<file path="config.mk">
export PLATFORM = sky130hd
export DESIGN_NAME = doubly_linked_deque
export DESIGN_NICKNAME = d
export VERILOG_FILES = /design/src/rtl/dld_pkg.sv /design/src/rtl/dld_front.sv /design/src/rtl/dld_back.sv /design/src/rtl/doubly_linked_deque.sv
export SDC_FILE = /design/constraint.sdc
export NUM_CORES = 1
export LEC_CHECK = 0
export BUFFER_PORTS_ARGS = -buffer_cell sky130_fd_sc_hd__buf_2
export CAP_MARGIN = 20
export CORE_MARGIN = 3
export CORE_UTILIZATION = 40
export DETAILED_ROUTE_END_ITERATION = 6
export HOLD_SLACK_MARGIN = 0.02
export PLACE_DENSITY_LB_ADDON = 0.15
export SYNTH_ARGS = -nofsm -noshare
export SYNTH_HDL_FRONTEND = slang
export SYNTH_HIERARCHICAL = 1
export SYNTH_SLANG_ARGS = --single-unit
</file>
<file path="constraint.sdc">
create_clock -name clk -period 7.3 [get_ports clk]
set_input_delay 0.73 -clock clk [delete_from_list [all_inputs] [get_ports clk]]
set_output_delay 0.73 -clock clk [all_outputs]
set_load 0.02 [all_outputs]
</file>
<file path="src/rtl/dld_pkg.sv">
`timescale 1ns / 1ps
package dld_pkg;

  localparam int OP_W        = 3;
  localparam int STATUS_W    = 2;
  localparam int VALUE_W     = 32;
  localparam int QUEUE_DEPTH = 2;
  localparam int QPTR_W      = $clog2(QUEUE_DEPTH);
  localparam int QCNT_W      = $clog2(QUEUE_DEPTH + 1);

  typedef enum logic [OP_W-1:0] {
    OP_PUSH_FRONT = 3'd0,
    OP_PUSH_BACK  = 3'd1,
    OP_POP_FRONT  = 3'd2,
    OP_POP_BACK   = 3'd3,
    OP_REMOVE     = 3'd4,
    OP_READ_OUT   = 3'd5
  } op_t;

  typedef enum logic [STATUS_W-1:0] {
    STAT_OK        = 2'd0,
    STAT_EMPTY     = 2'd1,
    STAT_NOT_FOUND = 2'd2,
    STAT_FULL      = 2'd3
  } status_t;

  typedef enum logic [2:0] {
    ST_IDLE,
    ST_INS_LINK,
    ST_UNLINK,
    ST_WALK,
    ST_RESP
  } state_t;

  // Head of the command queue as seen by the execution side.
  typedef struct packed {
    logic valid;
    op_t  op;
  } cmd_t;

endpackage

</file>
<file path="src/rtl/dld_front.sv">
`timescale 1ns / 1ps
module dld_front #(
  parameter int DATA_WIDTH = 32
) (
  input  logic                               clk,
  input  logic                               rst,
  input  logic                               in_valid,
  output logic                               in_ready,
  input  logic [dld_pkg::OP_W-1:0]           op,
  input  logic signed [dld_pkg::VALUE_W-1:0] value,
  output dld_pkg::cmd_t                      cmd,
  output logic [DATA_WIDTH-1:0]              cmd_data,
  input  logic                               cmd_pop
);

  dld_pkg::op_t            q_op   [dld_pkg::QUEUE_DEPTH];
  logic [DATA_WIDTH-1:0]   q_data [dld_pkg::QUEUE_DEPTH];
  logic [dld_pkg::QPTR_W-1:0] wr_ptr;
  logic [dld_pkg::QPTR_W-1:0] rd_ptr;
  logic [dld_pkg::QCNT_W-1:0] q_count;

  logic                  legal;
  logic                  push;
  logic signed [63:0]    value_wide;
  logic [DATA_WIDTH-1:0] value_fit;

  // Classify: codes outside the operation set are accepted and dropped.
  always_comb begin
    unique case (op) inside
      dld_pkg::OP_PUSH_FRONT, dld_pkg::OP_PUSH_BACK, dld_pkg::OP_POP_FRONT,
      dld_pkg::OP_POP_BACK, dld_pkg::OP_REMOVE, dld_pkg::OP_READ_OUT: legal = 1'b1;
      default: legal = 1'b0;
    endcase
  end

  // Sign-extend, then keep the stored width.
  assign value_wide = 64'(value);
  assign value_fit  = value_wide[DATA_WIDTH-1:0];

  assign in_ready = (q_count != dld_pkg::QCNT_W'(dld_pkg::QUEUE_DEPTH));
  assign push     = in_valid && in_ready && legal;

  assign cmd.valid = (q_count != '0);
  assign cmd.op    = q_op[rd_ptr];
  assign cmd_data  = q_data[rd_ptr];

  always_ff @(posedge clk) begin
    if (push) begin
      q_op[wr_ptr]   <= dld_pkg::op_t'(op);
      q_data[wr_ptr] <= value_fit;
    end
  end

  always_ff @(posedge clk) begin
    if (rst) begin
      wr_ptr  <= '0;
      rd_ptr  <= '0;
      q_count <= '0;
    end else begin
      if (push) wr_ptr <= wr_ptr + dld_pkg::QPTR_W'(1);
      if (cmd_pop) rd_ptr <= rd_ptr + dld_pkg::QPTR_W'(1);
      if (push && !cmd_pop) begin
        q_count <= q_count + dld_pkg::QCNT_W'(1);
      end else if (!push && cmd_pop) begin
        q_count <= q_count - dld_pkg::QCNT_W'(1);
      end
    end
  end

endmodule

</file>
<file path="src/rtl/dld_back.sv">
`timescale 1ns / 1ps
module dld_back #(
  parameter int DEPTH      = 16,
  parameter int DATA_WIDTH = 32
) (
  input  logic                                clk,
  input  logic                                rst,
  input  dld_pkg::cmd_t                       cmd,
  input  logic [DATA_WIDTH-1:0]               cmd_data,
  output logic                                cmd_pop,
  output logic                                out_valid,
  input  logic                                out_ready,
  output logic [dld_pkg::STATUS_W-1:0]        status,
  output logic signed [dld_pkg::VALUE_W-1:0]  element,
  output logic                                last
);

  localparam int AW = $clog2(DEPTH);
  localparam int SW = $clog2(DEPTH + 1);
  localparam logic [SW-1:0] NIL = SW'(DEPTH);

  function automatic logic slot_ok(input logic [SW-1:0] s);
    return s < NIL;
  endfunction

  // Link table: one write port per array, one shared registered read port.
  logic [DATA_WIDTH-1:0] entry_values [DEPTH];
  logic [SW-1:0]         next_links   [DEPTH];
  logic [SW-1:0]         prev_links   [DEPTH];

  dld_pkg::state_t  state, state_next;
  logic [SW-1:0]    head_slot, head_slot_next;
  logic [SW-1:0]    tail_slot, tail_slot_next;
  logic [DEPTH-1:0] free_slots, free_slots_next;
  logic [SW-1:0]    entry_count, entry_count_next;
  logic [SW-1:0]    slot, slot_next;
  logic [AW-1:0]    steps, steps_next;
  dld_pkg::op_t     cmd_op, cmd_op_next;
  logic [DATA_WIDTH-1:0] val, val_next;
  dld_pkg::status_t resp_status, resp_status_next;

  logic                  rd_en;
  logic [AW-1:0]         rd_addr;
  logic [DATA_WIDTH-1:0] rd_val;
  logic [SW-1:0]         rd_next;
  logic [SW-1:0]         rd_prev;

  logic                  vl_we;
  logic [AW-1:0]         vl_wa;
  logic [DATA_WIDTH-1:0] vl_wd;
  logic                  nx_we;
  logic [AW-1:0]         nx_wa;
  logic [SW-1:0]         nx_wd;
  logic                  pv_we;
  logic [AW-1:0]         pv_wa;
  logic [SW-1:0]         pv_wd;

  logic                        out_free;
  logic                        emit;
  dld_pkg::status_t            emit_status;
  logic [dld_pkg::VALUE_W-1:0] emit_element;
  logic                        emit_last;

  logic [SW-1:0]      low_free;
  logic [SW-1:0]      pop_target;
  logic               walk_end;
  logic signed [63:0] rd_wide;

  assign out_free = !out_valid || out_ready;
  assign rd_wide  = 64'(signed'(rd_val));
  assign walk_end = !slot_ok(rd_next) || (steps == AW'(DEPTH - 1));
  assign pop_target = (cmd.op == dld_pkg::OP_POP_FRONT) ? head_slot : tail_slot;

  // Lowest free slot, NIL when the table is full.
  always_comb begin
    low_free = NIL;
    for (int i = DEPTH - 1; i >= 0; i--) begin
      if (free_slots[i]) low_free = SW'(i);
    end
  end

  always_ff @(posedge clk) begin
    if (rst) begin
      state <= dld_pkg::ST_IDLE;
    end else begin
      state <= state_next;
    end
  end

  always_comb begin
    state_next       = state;
    head_slot_next   = head_slot;
    tail_slot_next   = tail_slot;
    free_slots_next  = free_slots;
    entry_count_next = entry_count;
    slot_next        = slot;
    steps_next       = steps;
    cmd_op_next      = cmd_op;
    val_next         = val;
    resp_status_next = resp_status;
    cmd_pop          = 1'b0;
    rd_en            = 1'b0;
    rd_addr          = head_slot[AW-1:0];
    vl_we            = 1'b0;
    vl_wa            = low_free[AW-1:0];
    vl_wd            = cmd_data;
    nx_we            = 1'b0;
    nx_wa            = low_free[AW-1:0];
    nx_wd            = NIL;
    pv_we            = 1'b0;
    pv_wa            = low_free[AW-1:0];
    pv_wd            = NIL;
    emit             = 1'b0;
    emit_status      = resp_status;
    emit_element     = '0;
    emit_last        = 1'b1;

    unique case (state)
      dld_pkg::ST_IDLE: begin
        if (cmd.valid) begin
          cmd_pop     = 1'b1;
          cmd_op_next = cmd.op;
          val_next    = cmd_data;
          unique case (cmd.op) inside
            dld_pkg::OP_PUSH_FRONT, dld_pkg::OP_PUSH_BACK: begin
              if (!slot_ok(low_free)) begin
                resp_status_next = dld_pkg::STAT_FULL;
                state_next       = dld_pkg::ST_RESP;
              end else begin
                // Fill the new slot; the neighbor link follows next cycle.
                slot_next = low_free;
                vl_we     = 1'b1;
                nx_we     = 1'b1;
                pv_we     = 1'b1;
                if (cmd.op == dld_pkg::OP_PUSH_FRONT) begin
                  nx_wd = head_slot;
                end else begin
                  pv_wd = tail_slot;
                end
                state_next = dld_pkg::ST_INS_LINK;
              end
            end
            dld_pkg::OP_POP_FRONT, dld_pkg::OP_POP_BACK: begin
              if (!slot_ok(pop_target)) begin
                resp_status_next = dld_pkg::STAT_EMPTY;
                state_next       = dld_pkg::ST_RESP;
              end else begin
                rd_en      = 1'b1;
                rd_addr    = pop_target[AW-1:0];
                slot_next  = pop_target;
                state_next = dld_pkg::ST_UNLINK;
              end
            end
            dld_pkg::OP_REMOVE, dld_pkg::OP_READ_OUT: begin
              if (!slot_ok(head_slot)) begin
                resp_status_next = dld_pkg::STAT_EMPTY;
                state_next       = dld_pkg::ST_RESP;
              end else begin
                rd_en      = 1'b1;
                rd_addr    = head_slot[AW-1:0];
                slot_next  = head_slot;
                steps_next = '0;
                state_next = dld_pkg::ST_WALK;
              end
            end
            default: state_next = dld_pkg::ST_IDLE;
          endcase
        end
      end

      dld_pkg::ST_INS_LINK: begin
        if (slot_ok(head_slot) && slot_ok(tail_slot)) begin
          if (cmd_op == dld_pkg::OP_PUSH_FRONT) begin
            pv_we          = 1'b1;
            pv_wa          = head_slot[AW-1:0];
            pv_wd          = slot;
            head_slot_next = slot;
          end else begin
            nx_we          = 1'b1;
            nx_wa          = tail_slot[AW-1:0];
            nx_wd          = slot;
            tail_slot_next = slot;
          end
        end else begin
          head_slot_next = slot;
          tail_slot_next = slot;
        end
        free_slots_next[slot[AW-1:0]] = 1'b0;
        entry_count_next = entry_count + SW'(1);
        resp_status_next = dld_pkg::STAT_OK;
        state_next       = dld_pkg::ST_RESP;
      end

      dld_pkg::ST_UNLINK: begin
        // Read data of the slot is held from the previous read.
        if (slot_ok(rd_prev)) begin
          nx_we = 1'b1;
          nx_wa = rd_prev[AW-1:0];
          nx_wd = rd_next;
        end else begin
          head_slot_next = rd_next;
        end
        if (slot_ok(rd_next)) begin
          pv_we = 1'b1;
          pv_wa = rd_next[AW-1:0];
          pv_wd = rd_prev;
        end else begin
          tail_slot_next = rd_prev;
        end
        free_slots_next[slot[AW-1:0]] = 1'b1;
        if (entry_count != '0) entry_count_next = entry_count - SW'(1);
        resp_status_next = dld_pkg::STAT_OK;
        state_next       = dld_pkg::ST_RESP;
      end

      dld_pkg::ST_WALK: begin
        if (cmd_op == dld_pkg::OP_REMOVE) begin
          if (rd_val == val) begin
            state_next = dld_pkg::ST_UNLINK;
          end else if (walk_end) begin
            resp_status_next = dld_pkg::STAT_NOT_FOUND;
            state_next       = dld_pkg::ST_RESP;
          end else begin
            rd_en      = 1'b1;
            rd_addr    = rd_next[AW-1:0];
            slot_next  = rd_next;
            steps_next = steps + AW'(1);
          end
        end else if (out_free) begin
          emit         = 1'b1;
          emit_status  = dld_pkg::STAT_OK;
          emit_element = rd_wide[dld_pkg::VALUE_W-1:0];
          emit_last    = walk_end;
          if (walk_end) begin
            state_next = dld_pkg::ST_IDLE;
          end else begin
            rd_en      = 1'b1;
            rd_addr    = rd_next[AW-1:0];
            slot_next  = rd_next;
            steps_next = steps + AW'(1);
          end
        end
      end

      dld_pkg::ST_RESP: begin
        if (out_free) begin
          emit       = 1'b1;
          state_next = dld_pkg::ST_IDLE;
        end
      end

      default: state_next = dld_pkg::ST_IDLE;
    endcase
  end

  always_ff @(posedge clk) begin
    if (rst) begin
      head_slot   <= NIL;
      tail_slot   <= NIL;
      free_slots  <= '1;
      entry_count <= '0;
    end else begin
      head_slot   <= head_slot_next;
      tail_slot   <= tail_slot_next;
      free_slots  <= free_slots_next;
      entry_count <= entry_count_next;
    end
  end

  always_ff @(posedge clk) begin
    slot        <= slot_next;
    steps       <= steps_next;
    cmd_op      <= cmd_op_next;
    val         <= val_next;
    resp_status <= resp_status_next;
  end

  always_ff @(posedge clk) begin
    if (vl_we) entry_values[vl_wa] <= vl_wd;
    if (nx_we) next_links[nx_wa] <= nx_wd;
    if (pv_we) prev_links[pv_wa] <= pv_wd;
    if (rd_en) begin
      rd_val  <= entry_values[rd_addr];
      rd_next <= next_links[rd_addr];
      rd_prev <= prev_links[rd_addr];
    end
  end

  // Result register: hold until taken.
  always_ff @(posedge clk) begin
    if (rst) begin
      out_valid <= 1'b0;
    end else if (emit) begin
      out_valid <= 1'b1;
    end else if (out_ready) begin
      out_valid <= 1'b0;
    end
  end

  always_ff @(posedge clk) begin
    if (emit) begin
      status  <= emit_status;
      element <= emit_element;
      last    <= emit_last;
    end
  end

  a_count_matches_free: assert property (@(posedge clk) disable iff (rst)
    $countones(free_slots) + int'(entry_count) == DEPTH)
    else $error("entry count disagrees with free-slot map");

  a_ends_agree: assert property (@(posedge clk) disable iff (rst)
    slot_ok(head_slot) == slot_ok(tail_slot))
    else $error("head and tail disagree on list emptiness");

  a_empty_means_no_head: assert property (@(posedge clk) disable iff (rst)
    (entry_count == '0) == (head_slot == NIL))
    else $error("entry count and head pointer disagree");

  a_partial_only_in_readout: assert property (@(posedge clk) disable iff (rst)
    out_valid && !last |-> state == dld_pkg::ST_WALK && cmd_op == dld_pkg::OP_READ_OUT)
    else $error("non-final result outside a read-out");

endmodule

</file>
<file path="src/rtl/doubly_linked_deque.sv">
`timescale 1ns / 1ps
// Bounded doubly linked deque kept in a DEPTH-slot link table.
//
// Input channel (in_valid / in_ready, op, value): one request per handshake.
// Ops: push front, push back, pop front, pop back, remove first match (from
// the head), read out head to tail. Codes 6 and 7 are accepted and dropped.
// Output channel (out_valid / out_ready, status, element, last): every op but
// read-out gives one status result with last set; read-out gives one result
// per entry, last on the tail, or a single empty result on an empty list.
//
// A two-entry request queue sits between the front (accept, classify) and
// the execution engine, so requests keep arriving while the engine works.
// Engine steps: push fills the new slot, then links it; pop reads the slot,
// then unlinks it; remove walks from the head to a match, then unlinks it;
// read-out walks head to tail, one entry per cycle while results are taken,
// through the table's single registered read port. Full/empty give status only.
//
// Reset (rst, synchronous) empties the list and frees every slot; table
// contents are left as they are. When the receiver stalls, the result
// register holds and the engine waits; the queue fills and in_ready drops.
module doubly_linked_deque #(
  parameter int DEPTH      = 16,
  parameter int DATA_WIDTH = 32
) (
  input  logic                                clk,
  input  logic                                rst,
  input  logic                                in_valid,
  output logic                                in_ready,
  input  logic [dld_pkg::OP_W-1:0]            op,
  input  logic signed [dld_pkg::VALUE_W-1:0]  value,
  output logic                                out_valid,
  input  logic                                out_ready,
  output logic [dld_pkg::STATUS_W-1:0]        status,
  output logic signed [dld_pkg::VALUE_W-1:0]  element,
  output logic                                last
);

  dld_pkg::cmd_t         cmd;
  logic [DATA_WIDTH-1:0] cmd_data;
  logic                  cmd_pop;

  // Front: accept, drop unknown codes, fit the value, queue the request.
  dld_front #(
    .DATA_WIDTH (DATA_WIDTH)
  ) u_front (
    .clk      (clk),
    .rst      (rst),
    .in_valid (in_valid),
    .in_ready (in_ready),
    .op       (op),
    .value    (value),
    .cmd      (cmd),
    .cmd_data (cmd_data),
    .cmd_pop  (cmd_pop)
  );

  // Back: link table, free map and the sequencer that walks and relinks.
  dld_back #(
    .DEPTH      (DEPTH),
    .DATA_WIDTH (DATA_WIDTH)
  ) u_back (
    .clk       (clk),
    .rst       (rst),
    .cmd       (cmd),
    .cmd_data  (cmd_data),
    .cmd_pop   (cmd_pop),
    .out_valid (out_valid),
    .out_ready (out_ready),
    .status    (status),
    .element   (element),
    .last      (last)
  );

endmodule
</file>
==> flow_metrics.env <==
export IMPL_rrSetupSlack_ns=2.13
export IMPL_drv_slew=0
export IMPL_crit_path_end_kind="register"
export IMPL_grt_pass1_wl_mm=133
export IMPL_die_area_um2=95000
export IMPL_crit_type="register to register"
export IMPL_drv_cap=0
export IMPL_yosys_area_top_type="edfxtp_1"
export IMPL_fill_cells=7772
export IMPL_grt_pass1_vias=19316
export IMPL_place_congestion=0.861
export IMPL_fin_crit_ns=5.17
export IMPL_start_kind="register"
export IMPL_worstPathArrival_ns=5.58
export IMPL_finalHoldViolations=0
export IMPL_port_buffers=75
export IMPL_powerDensity_nw_per_um2=314
export IMPL_fp_dieW_um=308
export IMPL_synth_cell_types=68
export IMPL_period_share_pct=70.8
export IMPL_power_mw=13.0
export IMPL_cts_clk_slew_worst_paths_ns=0.06
export IMPL_drt_wl_total_mm=91.6
export IMPL_fin_area_um2=41400
export IMPL_drt_met1_wl_mm=40.6
export IMPL_finalSetupTns_ns=0
export IMPL_worstPathRequired_ns=7.71
export IMPL_rsz0062_at_grt="no"
export IMPL_ys_async_sr_fraction_pct=0
export IMPL_boundaryPins=76
export IMPL_cts_hold_buf=0
export IMPL_place_area_um2=38400
export IMPL_synth_nets=2190
export IMPL_seq_area_frac_synth_pct=73.0
export IMPL_cts_buffer_depth=3
export IMPL_hold_slack_ns=0.256
export IMPL_root_buffer="clkbuf_16"
export IMPL_hpwl_mm=52.9
export IMPL_yosysTopAreaCellShare_pct=71.1
export IMPL_vdd_drop_max_mv=0.179
export IMPL_grt_max_degree=62
export IMPL_cts_setup_buffers=0
export IMPL_num_rows=110
export IMPL_drc=0
export IMPL_cts_resized=0
export IMPL_min_path_type="input pin to register"
export IMPL_areaGrowthSynthToFinish_pct=13.2
export IMPL_layout_drive_gt1_share_pct=17.6
export IMPL_final_net_count=2303
export IMPL_grt_ovfl_total=0
export IMPL_vias=19447
export IMPL_drtIter0Drc=1843
export IMPL_clk_latency_ns=0.66
export IMPL_die_y_um=308
export IMPL_final_antenna_net_count=0
export IMPL_initial_utilization_pct=40.5
export IMPL_avgSynthCellArea_um2=17.0
export IMPL_firstDrtPassIters=7
export IMPL_fp_coreArea_um2=90300
export IMPL_yosysWarnings=6
export IMPL_post_synth_top_count_cell="edfxtp_1"
export IMPL_grt_usage_pct=19.2
export IMPL_cp_max_fo=61
export IMPL_max_slew_worst_pin_slew_ns=1.07
export IMPL_cts_tree="yes"
export IMPL_relSlewSlack_pct=28.5
export IMPL_vias_per_cell=5.53
export IMPL_synth_common_cells="865 x edfxtp_1, 427 x mux2i_1, 119 x mux2_2, 112 x nor2_1, 87 x nand2_1"
export IMPL_syn_area_um2=36500
export IMPL_max_freq_mhz=193
export IMPL_top_layer="met5"
export IMPL_wl_met2_mm=43.1
export IMPL_synth_top_flop_cell="edfxtp_1"
export IMPL_setup_violations=0
export IMPL_antenna_found_initial=6
export IMPL_clkSinkCount=900
export IMPL_ys_ff_latch=900
export IMPL_p_leak_nw=16.0
export IMPL_status="completed"
export IMPL_htree_levels=3
export IMPL_cts_buffers=94
export IMPL_yosys_top_cells_area="edfxtp_1 71%, mux2i_1 12%, mux2_2 3.7%, dfxtp_1 1.9%, a221o_1 1.3%"
export IMPL_synth_edf_count=865
export IMPL_synth_cells=2149
export IMPL_wire_per_inst_um=26.1
export IMPL_wl_met3_mm=5.35
export IMPL_finalClockSkew_ns=0.0283
[path summary, 6_finish.rpt]
path | startpoint | end | depth (start not counted)
max reg2reg | u_back/rd_val[27] | u_back/rd_val[15] | 10
max | u_back/rd_val[27] | u_back/rd_val[15] | 10
min reg2reg | register | register | 2
min | value[17] | u_front/q_data[1][17] | 1
[cell families (layout without fill, tap and decap cells)]
family	count (synthesis)	in the layout	share of synthesized area, %
xor+xnor	39	39	0.935
mux	547	547	15.4
fa+ha+maj	2	2	0.0685
compound gates	217	217	4.51
other cells	0	1	0
flops	900	900	73.0
buf+inv	123	313	1.98
simple gates	321	321	4.11
[placed cells by master, fill, tap and decap left out, drive strengths merged, types with 4 or more instances in the layout]
cell type and instances:
a211oi 6, a21oi 34, a221o 47, a221oi 6, a222oi 9, a22oi 5
a31oi 6, and2 38, buf 121, bufinv 6, clkbuf 115, clkinv 47
dfxtp 35, edfxtp 865, inv 22, mux2 120, mux2i 427, nand2 87
nand2b 8, nand3 15, nand4 11, nor2 113, nor2b 8, nor3 16
nor4 5, o211ai 17, o21ai 16, o21bai 4, o22ai 44, o311ai 5
or3 4, xnor2 35, xor2 4
[power breakdown]
part	total, mW	switching, mW	internal [mW]
clock network	4.61	1.98	2.63
registers	6.44	0.155	6.29
logic	1.96	1.30	0.659
total	13.0	3.44	9.57
[per-layer routing]
layer  track usage [%]  vias up
li1                  -     8672
met1              26.7    10015
met2              30.8      615
met3              3.41      139
met4              6.31        6
met5                 0        -
[through the flow]
step	util, %	instances	setup slack, ns
5_1_grt	45.8	3515	1.91
6_report	45.8	3516	2.13
3_5_place_dp	42.5	3342	2.06
4_1_cts	45.8	3515	2.16
3_3_place_gp	42.5	3342	2.03
2_1_floorplan	-	2149	1.88
[final cells by class]
| cell class | instances | area, um^2 | area share (%) |
|---|---|---|---|
| Clock inverter | 58 | 522 | 1.26 |
| Clock buffer | 115 | 2460 | 5.95 |
| Sequential cell | 900 | 26700 | 64.5 |
| Timing Repair Buffer | 121 | 833 | 2.01 |
| Inverter | 19 | 71.3 | 0.172 |
| Tap cell | 1176 | 1470 | 3.56 |
| Antenna cell | 1 | 2.50 | 0.00605 |
| Multi-Input combinational cell | 1126 | 9350 | 22.6 |
[state kept, by name, indices dropped and copies added (netlist names), 2 cells and up, named ones only]
| signal | count |
|---|---|
| u_back/prev_links | 80 |
| u_back/rd_val | 32 |
| u_back/head_slot | 5 |
| u_back/status | 2 |
| u_back/next_links | 80 |
| u_front/q_count | 2 |
| u_back/state | 3 |
| u_back/cmd_op | 3 |
| u_back/steps | 4 |
| u_back/element | 32 |
| u_back/resp_status | 2 |
| u_back/rd_prev | 5 |
| u_front/q_op | 6 |
| u_back/rd_next | 5 |
| u_back/entry_values | 512 |
| u_front/q_data | 64 |
| u_back/slot | 5 |
| u_back/val | 32 |
| u_back/tail_slot | 5 |
[worst max-delay path, stage by stage, from the launching register on]
cell and delay (ns):
edfxtp_1 0.43, xnor2_1 0.66, nand4_1 0.21, nor4_1 0.51, a21oi_1 0.31, a2111oi_1 0.54, a211o_4 0.88, buf_12 0.42
mux2i_1 0.30, mux2i_1 0.14, a221o_1 0.38
Power figures use the tool's default switching activity.
